**config.mk**
```make
export PLATFORM = sky130hd
export DESIGN_NAME = integer_field_formatter
export DESIGN_NICKNAME = d
export VERILOG_FILES = /design/src/hdl/ifmt_pkg.sv /design/src/hdl/integer_field_formatter.sv /design/src/hdl/ifmt_ctrl.sv /design/src/hdl/ifmt_dp.sv
export VERILOG_INCLUDE_DIRS = /design/src /design/src/hdl
export SDC_FILE = /design/constraint.sdc
export NUM_CORES = 2
export LEC_CHECK = 0
export BUFFER_PORTS_ARGS = -buffer_cell sky130_fd_sc_hd__buf_2
export CORE_MARGIN = 4
export CORE_UTILIZATION = 48
export DETAILED_ROUTE_END_ITERATION = 7
export PLACE_DENSITY = 0.74
export SLEW_MARGIN = 10
export SYNTH_ARGS = -nofsm -noshare
export SYNTH_HDL_FRONTEND = slang
export SYNTH_HIERARCHICAL = 1
export SYNTH_SLANG_ARGS = --single-unit
export TNS_END_PERCENT = 1
```
**constraint.sdc**
```tcl
create_clock -name clk -period 7 [get_ports clk]
set_input_delay 0.7 -clock clk [delete_from_list [all_inputs] [get_ports clk]]
set_output_delay 0.7 -clock clk [all_outputs]
set_load 0.1 [all_outputs]
```
**src/hdl/integer_field_formatter_defines.svh**
```systemverilog
// Assertion macros shared by the integer field formatter RTL.
// Needs signals named clk and arst_n in the module that uses them.
`ifndef INTEGER_FIELD_FORMATTER_DEFINES_SVH
`define INTEGER_FIELD_FORMATTER_DEFINES_SVH
`ifndef SYNTHESIS
// Property checked on every clock while out of reset.
`define IFMT_ASSERT(lbl, prop) \
	lbl: assert property (@(posedge clk) disable iff (!arst_n) prop) \
		else $error("%m: check failed");
// Trigger in one cycle implies expression in the next.
`define IFMT_ASSERT_NEXT(lbl, trig, expr) \
	lbl: assert property (@(posedge clk) disable iff (!arst_n) (trig) |=> (expr)) \
		else $error("%m: check failed");
`else
`define IFMT_ASSERT(lbl, prop)
`define IFMT_ASSERT_NEXT(lbl, trig, expr)
`endif
`endif

```
**src/hdl/ifmt_pkg.sv**
```systemverilog
// Shared types, codes and constants of the integer field formatter.
// No dependencies; imported by the controller, datapath and top level.
package ifmt_pkg;

	localparam int MAX_FIELD  = 63;               // longest field emitted
	localparam int VAL_W      = 32;
	localparam int MODE_W     = 3;
	localparam int SIZE_W     = 2;
	localparam int FW_W       = 6;                // width / precision fields
	localparam int LEN_W      = FW_W + 1;         // sign/prefix + precision fits
	localparam int CNT_W      = $clog2(MAX_FIELD + 1);
	localparam int MAX_DIGITS = 12;
	localparam int DIG_W      = $clog2(MAX_DIGITS + 1);
	localparam int DIG_IDX_W  = $clog2(MAX_DIGITS);
	localparam int PROD_W     = 2 * VAL_W;

	// x / 10 == (x * RECIP_DEC) >> REC_SHIFT for every 32-bit x
	localparam logic [VAL_W-1:0] RECIP_DEC = 32'hCCCC_CCCD;
	localparam int REC_SHIFT = 35;

	// conversion modes
	localparam logic [MODE_W-1:0] MODE_SDEC = 3'd0;
	localparam logic [MODE_W-1:0] MODE_UDEC = 3'd1;
	localparam logic [MODE_W-1:0] MODE_OCT  = 3'd2;
	localparam logic [MODE_W-1:0] MODE_HEXL = 3'd3;
	localparam logic [MODE_W-1:0] MODE_HEXU = 3'd4;
	localparam logic [MODE_W-1:0] MODE_CHAR = 3'd5;

	// argument sizes
	localparam logic [SIZE_W-1:0] SIZE_WORD = 2'd0;
	localparam logic [SIZE_W-1:0] SIZE_HALF = 2'd1;
	localparam logic [SIZE_W-1:0] SIZE_BYTE = 2'd2;

	// ASCII
	localparam logic [7:0] CH_SPACE = 8'h20;
	localparam logic [7:0] CH_ZERO  = 8'h30;
	localparam logic [7:0] CH_MINUS = 8'h2D;
	localparam logic [7:0] CH_PLUS  = 8'h2B;
	localparam logic [7:0] CASE_BIT = 8'h20;
	localparam logic [7:0] CH_X_UP  = 8'h58;
	localparam logic [7:0] CH_X_LO  = CH_X_UP | CASE_BIT;
	localparam logic [7:0] HEX_GAP  = 8'h41 - (8'h39 + 8'h01); // '9'+1 up to 'A'

	typedef struct packed {
		logic load;   // capture request
		logic prep;   // size cut and sign handling
		logic mul;    // reciprocal multiply
		logic dig;    // produce one digit
		logic lay1;   // prefix and zero counts
		logic lay2;   // segment boundaries
		logic emit;   // drive characters
	} ifmt_cmd_t;

	typedef struct packed {
		logic is_char;
		logic div_done;
		logic emit_last;
	} ifmt_stat_t;

	function automatic logic [7:0] hex_char(input logic [3:0] d, input logic upper);
		logic [7:0] c;
		c = CH_ZERO + 8'(d);
		if (d > 4'd9)
			c = c + HEX_GAP + (upper ? 8'h00 : CASE_BIT);
		return c;
	endfunction

endpackage

```
**src/hdl/integer_field_formatter.sv**
```systemverilog
// Top level of the integer field formatter.
// Depends on ifmt_pkg, ifmt_ctrl and ifmt_dp.
//
// Formats one integer conversion request (decimal signed or unsigned, octal,
// hex in either case, or a raw character) into a field of ASCII characters,
// one character per output transfer, with last set on the final one. The
// value is cut to 8/16/32 bits first; signed decimal prints '-', ' ' or '+'
// ahead of the magnitude, alternate form adds 0x/0X for nonzero hex and a
// single leading 0 for octal, precision zeros and zero padding sit after
// the sign or prefix, and width padding is on the left unless left
// justified. Fields longer than MAX_FIELD (63) are cut at that length.
// Requests are handled one at a time: in_stall stays high from the request
// transfer until the last character has been loaded into the output
// register. A request transfers in the idle state and then passes the size
// cut and sign, a digit loop with a 32x32 reciprocal multiply and a digit
// forming step per digit (1..11 digits, none for character mode), two
// layout steps, and emission of one character per step into the output
// register (1..63 characters) while the output does not stall. The next
// request is taken while the last character still waits in the output
// register.
module integer_field_formatter (
	input  logic                          clk,
	input  logic                          arst_n,
	// request channel
	input  logic                          in_valid,
	output logic                          in_stall,
	input  logic [ifmt_pkg::VAL_W-1:0]    value,
	input  logic [ifmt_pkg::MODE_W-1:0]   mode,
	input  logic [ifmt_pkg::SIZE_W-1:0]   size,
	input  logic                          alt_form,
	input  logic                          left_justify,
	input  logic                          zero_pad,
	input  logic                          plus_sign,
	input  logic                          space_sign,
	input  logic [ifmt_pkg::FW_W-1:0]     field_width,
	input  logic [ifmt_pkg::FW_W-1:0]     min_digits,
	// character channel
	output logic                          out_valid,
	input  logic                          out_stall,
	output logic [7:0]                    out_char,
	output logic                          last
);
	import ifmt_pkg::*;

	ifmt_cmd_t  cmd;
	ifmt_stat_t stat;

	ifmt_ctrl u_ctrl (
		.clk      (clk),
		.arst_n   (arst_n),
		.in_valid (in_valid),
		.in_stall (in_stall),
		.stat     (stat),
		.cmd      (cmd)
	);

	ifmt_dp u_dp (
		.clk          (clk),
		.arst_n       (arst_n),
		.cmd          (cmd),
		.stat         (stat),
		.value        (value),
		.mode         (mode),
		.size         (size),
		.alt_form     (alt_form),
		.left_justify (left_justify),
		.zero_pad     (zero_pad),
		.plus_sign    (plus_sign),
		.space_sign   (space_sign),
		.field_width  (field_width),
		.min_digits   (min_digits),
		.out_valid    (out_valid),
		.out_stall    (out_stall),
		.out_char     (out_char),
		.last         (last)
	);

endmodule

```
**src/hdl/ifmt_ctrl.sv**
```systemverilog
// Sequencer of the integer field formatter: accept, digit loop, layout, emit.
// Depends on ifmt_pkg and integer_field_formatter_defines.svh.
`include "integer_field_formatter_defines.svh"
module ifmt_ctrl (
	input  logic                clk,
	input  logic                arst_n,
	input  logic                in_valid,
	output logic                in_stall,
	input  ifmt_pkg::ifmt_stat_t stat,
	output ifmt_pkg::ifmt_cmd_t  cmd
);
	import ifmt_pkg::*;

	typedef enum logic [6:0] {
		S_IDLE = 7'b0000001,
		S_PREP = 7'b0000010,
		S_MUL  = 7'b0000100,
		S_DIG  = 7'b0001000,
		S_LAY1 = 7'b0010000,
		S_LAY2 = 7'b0100000,
		S_EMIT = 7'b1000000
	} state_t;

	state_t state_q, state_d;

	always_ff @(posedge clk or negedge arst_n) begin
		if (!arst_n)
			state_q <= S_IDLE;
		else
			state_q <= state_d;
	end

	always_comb begin
		state_d = state_q;
		cmd     = '0;
		unique case (state_q)
			S_IDLE: begin
				cmd.load = in_valid;
				if (in_valid)
					state_d = S_PREP;
			end
			S_PREP: begin
				cmd.prep = 1'b1;
				state_d  = stat.is_char ? S_LAY1 : S_MUL;
			end
			S_MUL: begin
				cmd.mul = 1'b1;
				state_d = S_DIG;
			end
			S_DIG: begin
				cmd.dig = 1'b1;
				state_d = stat.div_done ? S_LAY1 : S_MUL;
			end
			S_LAY1: begin
				cmd.lay1 = 1'b1;
				state_d  = S_LAY2;
			end
			S_LAY2: begin
				cmd.lay2 = 1'b1;
				state_d  = S_EMIT;
			end
			S_EMIT: begin
				cmd.emit = 1'b1;
				if (stat.emit_last)
					state_d = S_IDLE;
			end
			default: state_d = S_IDLE;
		endcase
	end

	assign in_stall = (state_q != S_IDLE);

	`IFMT_ASSERT_NEXT(a_accept_starts, in_valid && state_q == S_IDLE, state_q == S_PREP)
	`IFMT_ASSERT_NEXT(a_last_ends, stat.emit_last && state_q == S_EMIT, state_q == S_IDLE)

endmodule

```
**src/hdl/ifmt_dp.sv**
```systemverilog
// Datapath of the integer field formatter: request registers, digit unit,
// digit buffer, layout and output register. Depends on ifmt_pkg and the defines.
`include "integer_field_formatter_defines.svh"
module ifmt_dp (
	input  logic                          clk,
	input  logic                          arst_n,
	input  ifmt_pkg::ifmt_cmd_t           cmd,
	output ifmt_pkg::ifmt_stat_t          stat,
	input  logic [ifmt_pkg::VAL_W-1:0]    value,
	input  logic [ifmt_pkg::MODE_W-1:0]   mode,
	input  logic [ifmt_pkg::SIZE_W-1:0]   size,
	input  logic                          alt_form,
	input  logic                          left_justify,
	input  logic                          zero_pad,
	input  logic                          plus_sign,
	input  logic                          space_sign,
	input  logic [ifmt_pkg::FW_W-1:0]     field_width,
	input  logic [ifmt_pkg::FW_W-1:0]     min_digits,
	output logic                          out_valid,
	input  logic                          out_stall,
	output logic [7:0]                    out_char,
	output logic                          last
);
	import ifmt_pkg::*;

	// request
	logic [VAL_W-1:0]  raw_q;
	logic [MODE_W-1:0] mode_q;
	logic [SIZE_W-1:0] size_q;
	logic              alt_q, left_q, zpad_q, plus_q, space_q;
	logic [FW_W-1:0]   width_q, prec_q;

	// digit loop
	logic [VAL_W-1:0]  m_q;
	logic              neg_q, zero_q;
	logic [PROD_W-1:0] prod_q;
	logic [7:0]        buf_q [MAX_DIGITS];
	logic [DIG_W-1:0]  ndig_q;

	// layout
	logic [FW_W-1:0]   nzero_q;
	logic [1:0]        npre_q;
	logic [7:0]        pre0_q, pre1_q;
	logic [LEN_W-1:0]  body_q, b0_q, b1_q, b3_q, b4_q;
	logic [CNT_W-1:0]  emit_q, pos_q;

	// output register
	logic              out_valid_q, last_q;
	logic [7:0]        out_char_q;

	// size cut and sign
	logic [VAL_W-1:0] mask_c, masked_c, mag_c;
	logic             sbit_c, neg_c;

	always_comb begin
		case (size_q)
			SIZE_HALF: begin
				mask_c = 32'h0000_FFFF;
				sbit_c = raw_q[15];
			end
			SIZE_BYTE: begin
				mask_c = 32'h0000_00FF;
				sbit_c = raw_q[7];
			end
			default: begin
				mask_c = '1;
				sbit_c = raw_q[VAL_W-1];
			end
		endcase
		masked_c = raw_q & mask_c;
		neg_c    = (mode_q == MODE_SDEC) && sbit_c;
		mag_c    = neg_c ? (((~masked_c) + VAL_W'(1)) & mask_c) : masked_c;
	end

	// one digit per step; decimal via the registered reciprocal product
	logic [VAL_W-1:0] q_c, qdec_c;
	logic [3:0]       r_c, tenq_c;
	logic             div_done_c;

	always_comb begin
		qdec_c = VAL_W'(prod_q >> REC_SHIFT);
		tenq_c = {qdec_c[0], 3'b000} + {qdec_c[2:0], 1'b0};
		case (mode_q) inside
			MODE_OCT: begin
				q_c = {3'b000, m_q[VAL_W-1:3]};
				r_c = {1'b0, m_q[2:0]};
			end
			MODE_HEXL, MODE_HEXU: begin
				q_c = {4'b0000, m_q[VAL_W-1:4]};
				r_c = m_q[3:0];
			end
			default: begin
				q_c = qdec_c;
				r_c = m_q[3:0] - tenq_c;
			end
		endcase
		div_done_c = (q_c == '0) || (ndig_q == DIG_W'(MAX_DIGITS - 1));
	end

	// prefix and precision zeros
	logic [FW_W-1:0]  nzero_c;
	logic [1:0]       npre_c;
	logic [7:0]       pre0_c, pre1_c;
	logic             is_char_c;

	always_comb begin
		is_char_c = (mode_q == MODE_CHAR);
		nzero_c   = '0;
		if (!is_char_c && (prec_q > FW_W'(ndig_q)))
			nzero_c = prec_q - FW_W'(ndig_q);
		npre_c = 2'd0;
		pre0_c = CH_ZERO;
		pre1_c = CH_X_LO;
		case (mode_q) inside
			MODE_SDEC: begin
				if (neg_q) begin
					npre_c = 2'd1;
					pre0_c = CH_MINUS;
				end else if (space_q) begin
					npre_c = 2'd1;
					pre0_c = CH_SPACE;
				end else if (plus_q && !zero_q) begin
					npre_c = 2'd1;
					pre0_c = CH_PLUS;
				end
			end
			MODE_HEXL, MODE_HEXU: begin
				if (alt_q && !zero_q)
					npre_c = 2'd2;
				if (mode_q == MODE_HEXU)
					pre1_c = CH_X_UP;
			end
			MODE_OCT: begin
				// octal zero only where the digits do not already lead with one
				if (alt_q && (nzero_c == '0) && !zero_q)
					npre_c = 2'd1;
			end
			default: ;
		endcase
	end

	// segment boundaries
	logic [LEN_W-1:0] pad_c, lsp_c, zp_c, rsp_c;
	logic [LEN_W-1:0] b0_c, b1_c, b3_c, b4_c, n_c;
	logic             zp_mode_c;
	logic [CNT_W-1:0] emit_c;

	always_comb begin
		pad_c = '0;
		if (LEN_W'(width_q) > body_q)
			pad_c = LEN_W'(width_q) - body_q;
		zp_mode_c = zpad_q && (prec_q == '0);
		lsp_c = (!left_q && !zp_mode_c) ? pad_c : '0;
		zp_c  = (!left_q && zp_mode_c) ? pad_c : '0;
		rsp_c = left_q ? pad_c : '0;
		b0_c  = lsp_c;
		b1_c  = b0_c + LEN_W'(npre_q);
		b3_c  = b1_c + zp_c + LEN_W'(nzero_q);
		b4_c  = b3_c + LEN_W'(ndig_q);
		n_c   = b4_c + rsp_c;
		emit_c = (n_c > LEN_W'(MAX_FIELD)) ? CNT_W'(MAX_FIELD) : n_c[CNT_W-1:0];
	end

	// character at the current position
	logic [LEN_W-1:0] p_c, rel_c, didx_c;
	logic [7:0]       ch_c;
	logic             last_c, out_free_c, fire_c;

	always_comb begin
		p_c    = LEN_W'(pos_q);
		rel_c  = p_c - b0_q;
		didx_c = b4_q - LEN_W'(1) - p_c;
		if (p_c < b0_q)
			ch_c = CH_SPACE;
		else if (p_c < b1_q)
			ch_c = rel_c[0] ? pre1_q : pre0_q;
		else if (p_c < b3_q)
			ch_c = CH_ZERO;
		else if (p_c < b4_q)
			ch_c = buf_q[didx_c[DIG_IDX_W-1:0]];
		else
			ch_c = CH_SPACE;
		last_c     = ((pos_q + CNT_W'(1)) == emit_q);
		out_free_c = !out_valid_q || !out_stall;
		fire_c     = cmd.emit && out_free_c;
	end

	// payload registers
	always_ff @(posedge clk) begin
		if (cmd.load) begin
			raw_q   <= value;
			mode_q  <= mode;
			size_q  <= size;
			alt_q   <= alt_form;
			left_q  <= left_justify;
			zpad_q  <= zero_pad;
			plus_q  <= plus_sign;
			space_q <= space_sign;
			width_q <= field_width;
			prec_q  <= min_digits;
		end
		if (cmd.prep) begin
			m_q    <= mag_c;
			neg_q  <= neg_c;
			zero_q <= (mag_c == '0);
			if (is_char_c) begin
				buf_q[0] <= raw_q[7:0];
				ndig_q   <= DIG_W'(1);
			end else begin
				ndig_q <= '0;
			end
		end
		if (cmd.mul)
			prod_q <= m_q * RECIP_DEC;
		if (cmd.dig) begin
			buf_q[ndig_q[DIG_IDX_W-1:0]] <= hex_char(r_c, mode_q == MODE_HEXU);
			ndig_q <= ndig_q + DIG_W'(1);
			m_q    <= q_c;
		end
		if (cmd.lay1) begin
			nzero_q <= nzero_c;
			npre_q  <= npre_c;
			pre0_q  <= pre0_c;
			pre1_q  <= pre1_c;
			body_q  <= LEN_W'(npre_c) + LEN_W'(nzero_c) + LEN_W'(ndig_q);
		end
		if (cmd.lay2) begin
			b0_q   <= b0_c;
			b1_q   <= b1_c;
			b3_q   <= b3_c;
			b4_q   <= b4_c;
			emit_q <= emit_c;
			pos_q  <= '0;
		end
		if (fire_c) begin
			out_char_q <= ch_c;
			last_q     <= last_c;
			pos_q      <= pos_q + CNT_W'(1);
		end
	end

	always_ff @(posedge clk or negedge arst_n) begin
		if (!arst_n)
			out_valid_q <= 1'b0;
		else if (fire_c)
			out_valid_q <= 1'b1;
		else if (!out_stall)
			out_valid_q <= 1'b0;
	end

	assign out_valid      = out_valid_q;
	assign out_char       = out_char_q;
	assign last           = last_q;
	assign stat.is_char   = is_char_c;
	assign stat.div_done  = div_done_c;
	assign stat.emit_last = fire_c && last_c;

	`IFMT_ASSERT(a_ndig_range, cmd.lay1 |-> (ndig_q != '0 && ndig_q <= DIG_W'(MAX_DIGITS)))
	`IFMT_ASSERT(a_emit_range, cmd.emit |-> (emit_q != '0 && emit_q <= CNT_W'(MAX_FIELD)))
	`IFMT_ASSERT(a_pos_bound, cmd.emit |-> (pos_q < emit_q))

endmodule

```
==> flow_summary.toml <==
[outcome]
status = "finished, violations left"
violations = "negative setup slack"

[yosys]
yosysMostFrequentCell = "inv_1"
synth-edff-count = 275
synth_fp_nets = 3784
yosysSeqAreaShare_pct = 26.70
syn_area_um2 = 31680
ys_warn_count = 6
ys_seq_elements = 283
synth_cell_types = 90
async_reset_ff_share_pct = 2.827
ys.flop_type = "edfxtp_1"
yosys.area.top_type = "fa_1"
synth.top_cell.area_share_pct = 27.23
syn_area_per_cell_um2 = 10.97
synth.area.top_cells = "fa_1 (27%), edfxtp_1 (26%), ha_1 (16%), inv_1 (9.0%), xnor2_1 (1.8%)"
synthCells = 2889
netlist_top_cells_count = "inv_1 (763), fa_1 (431), ha_1 (406), edfxtp_1 (275), nand2_1 (129)"

[global_route]
grt_max_degree = 58
grt-ovfl-total = 0
antenna_found_initial = 0
grt_pass1_wl_um = 132200
grt_pass1_vias = 23318
groute.usage.overall_pct = 24.25

[floorplanning]
core_um2 = 64930
floorplan.rows = 93
initial_core_util_pct = 48.80
die_y_um = 264.9
io-pin-count = 69
fp.dieW_um = 264.9
die_area_um2 = 70180

[sta]
rsz0062_at_grt = "true"
finalSetupViolations = 12
period_share_pct = 102.4
fin_crit_ns = 7.166
finalClockSkew_ns = 0.02130
max_slew_margin_pct = 14.95
worstMarginPinSlew_ns = 1.273
hold_viol = 0
setup_slack_ns = -0.1662
slew_violations = 0
max_freq_mhz = 139.5

[worst_setup_path]
critical-path-top-delay-family = "adder cells"
end_kind = "flip-flop"
arrival_ns = 7.57
cp_slowest_stage_delay_ns = 0.60
crit_slowest_cell = "fa_1"
rr_worst_depth = 25
worstReg2RegStart = "u_dp/m_q[2]"
cp_max_fo = 5
worst_setup_path_start_kind = "flip-flop"
crit_top_cell = "fa_1"
critPathLaunch = "u_dp/m_q[2]"
cp.required_ns = 7.41
r2r-end = "u_dp/prod_q[58]"
reg2reg_slack_ns = -0.17
path_buf_inv = 7
path_class = "flip-flop to flip-flop"

[final_layout]
post-route-util_pct = 57.12
areaGrowthSynthToFinish_pct = 17.06
fillers = 5329
nets = 4180
drive_gt1_share_pct = 18.52

[clock_tree]
clk_path_buf_depth = 3
clock-root-buffer = "clkbuf_16"
h-tree-depth = 1
clkTransAtPathRegs_ns = 0.07
cts_tree = "done"
worstSkewPairLatency_ns = 0.60
cts_sinks = 283
numCtsBuffers = 31

[worst_hold_path]
hold_path_end = "u_dp/alt_q"
hold_path_class = "input pin to flip-flop"
hold_depth = 1
hold_start = "alt_form"

[drt]
first_pass_iters = 5
routed_wl_um = 84770
vias = 22196
routed_via_density = 5.328
wl_per_cell_um = 20.35
antenna_left = 0
drc = 0
detail_route.iter0.violations = 1632

[run]
drv_cap = 0

[place]
hpwl_um = 72160
port_buffers = 68
gp_congestion = 0.9839
through the flow:
step / setup WS, ns / instance area (um^2) / hold WS, ns / TNS [ns] / instances
after floorplan: 0.1163 / 31680 / 0.4044 / 0 / 2889
after global placement: -0.4571 / 35220 / 0.5568 / -3.981 / 4077
after detailed placement: -0.5588 / 35220 / 0.5576 / -5.727 / 4077
after CTS: -0.07627 / 36920 / 0.2492 / -0.3234 / 4162
after global routing: -0.3318 / 37090 / 0.2589 / -4.307 / 4165
final: -0.1662 / 37090 / 0.2737 / -1.122 / 4166
worst register-to-register path, stage by stage, from the launching register on:
cell and delay, ns:
edfxtp_1 0.52, ha_1 0.37, fa_1 0.51, fa_1 0.51
inv_1 0.06, fa_1 0.60, fa_1 0.49, fa_1 0.50
inv_1 0.05, fa_1 0.47, inv_1 0.05, fa_1 0.47
inv_1 0.04, ha_1 0.33, nand3_2 0.13, nor2_4 0.15
o2111ai_4 0.18, a211oi_4 0.25, o311ai_2 0.11, buf_4 0.20
a21oi_2 0.16, buf_6 0.14, nor3b_2 0.05, buf_4 0.15
o311a_1 0.30, a311oi_2 0.19
area by class of cell:
| cell class | count | area (um^2) | area share [%] |
|---|---|---|---|
| multi-input cells | 1806 | 20760 | 55.97 |
| flip-flops and latches | 283 | 8459 | 22.81 |
| inverters | 763 | 2868 | 7.732 |
| repair buffers | 400 | 2843 | 7.665 |
| well taps | 855 | 1070 | 2.884 |
| clock buffers | 35 | 800.8 | 2.159 |
| clock inverters | 23 | 287.8 | 0.7759 |
| diodes | 1 | 2.502 | 0.006747 |
sequential cells by signal, indices dropped and copies added (netlist names), 6 cells and up:
signal / cells
u_dp/m_q: 32
u_dp/emit_q: 6
u_dp/prec_q: 6
u_dp/pos_q: 6
u_dp/b1_q: 7
u_dp/b3_q: 7
u_dp/raw_q: 32
u_dp/body_q: 7
u_dp/width_q: 6
u_ctrl/state_q: 7
u_dp/buf_q: 85
u_dp/out_char: 8
u_dp/b0_q: 7
u_dp/prod_q: 29
u_dp/nzero_q: 6
u_dp/b4_q: 7
kinds of logic (layout without fill, tap and decap cells):
group	count (synthesis)	in the layout	share of synthesized area, %
other cells	0	1	0
mux	79	79	3.408
fa+ha+maj	837	837	43.27
buf+inv	800	1221	9.561
flops	283	283	26.70
simple gates	451	451	7.298
compound gates	333	333	6.765
xor+xnor	106	106	3.001
how the worst max path moves through the flow:
stage	end	slack, ns	depth (start not counted)
floorplan	u_dp/prod_q[36]	0.12	24
global placement	u_dp/prod_q[56]	-0.46	25
detailed placement	u_dp/prod_q[56]	-0.56	25
CTS	u_dp/prod_q[60]	-0.08	24
global route	u_dp/prod_q[58]	-0.33	25
finish	u_dp/prod_q[58]	-0.17	25
layer usage:
layer	part of all wire (%)	vias to the layer above	track usage [%]
met2	48	725	41.25
met4	4.7	0	8.581
met3	5.7	182	2.887
met1	41	11101	32.37
met5	0	-	0
li1	-	10188	-
timing repair:
| item | CTS | global route |
|---|---|---|
| pin swaps | 39 | 13 |
| endpoints found under the hold margin | 7 | 0 |
| setup buffers | 26 | 3 |
| resized for setup | 80 | 28 |
| endpoints found under the setup margin | 26 | 31 |
| hold buffers | 1 | 0 |
layout by cell type, fill, tap and decap left out, types with 6 or more instances in the layout:
cell type	instances
o31ai_1	6
fa_1	427
ha_1	385
and3_1	12
xor2_1	39
or3_1	13
nor3b_1	6
o22ai_1	9
xnor2_1	63
dfrtp_1	7
mux2i_1	37
nor4_1	18
clkbuf_16	31
o21a_1	16
nor4b_1	6
buf_2	68
o211ai_1	7
and2_1	16
inv_1	754
a21oi_1	64
o21ai_0	89
clkinvlp_4	8
nand4_1	18
o21ai_1	12
mux4_2	21
nand2_1	128
nor2b_1	22
edfxtp_1	275
nor2_1	97
nand3_1	28
a21o_1	43
a21oi_2	12
ha_4	17
buf_4	329
nand2b_1	22
inv_2	8
mux2_2	21
nor3_1	12
Power is not shown: default switching activity piles up to over one toggle a cycle in this logic, so the estimate is an artifact.
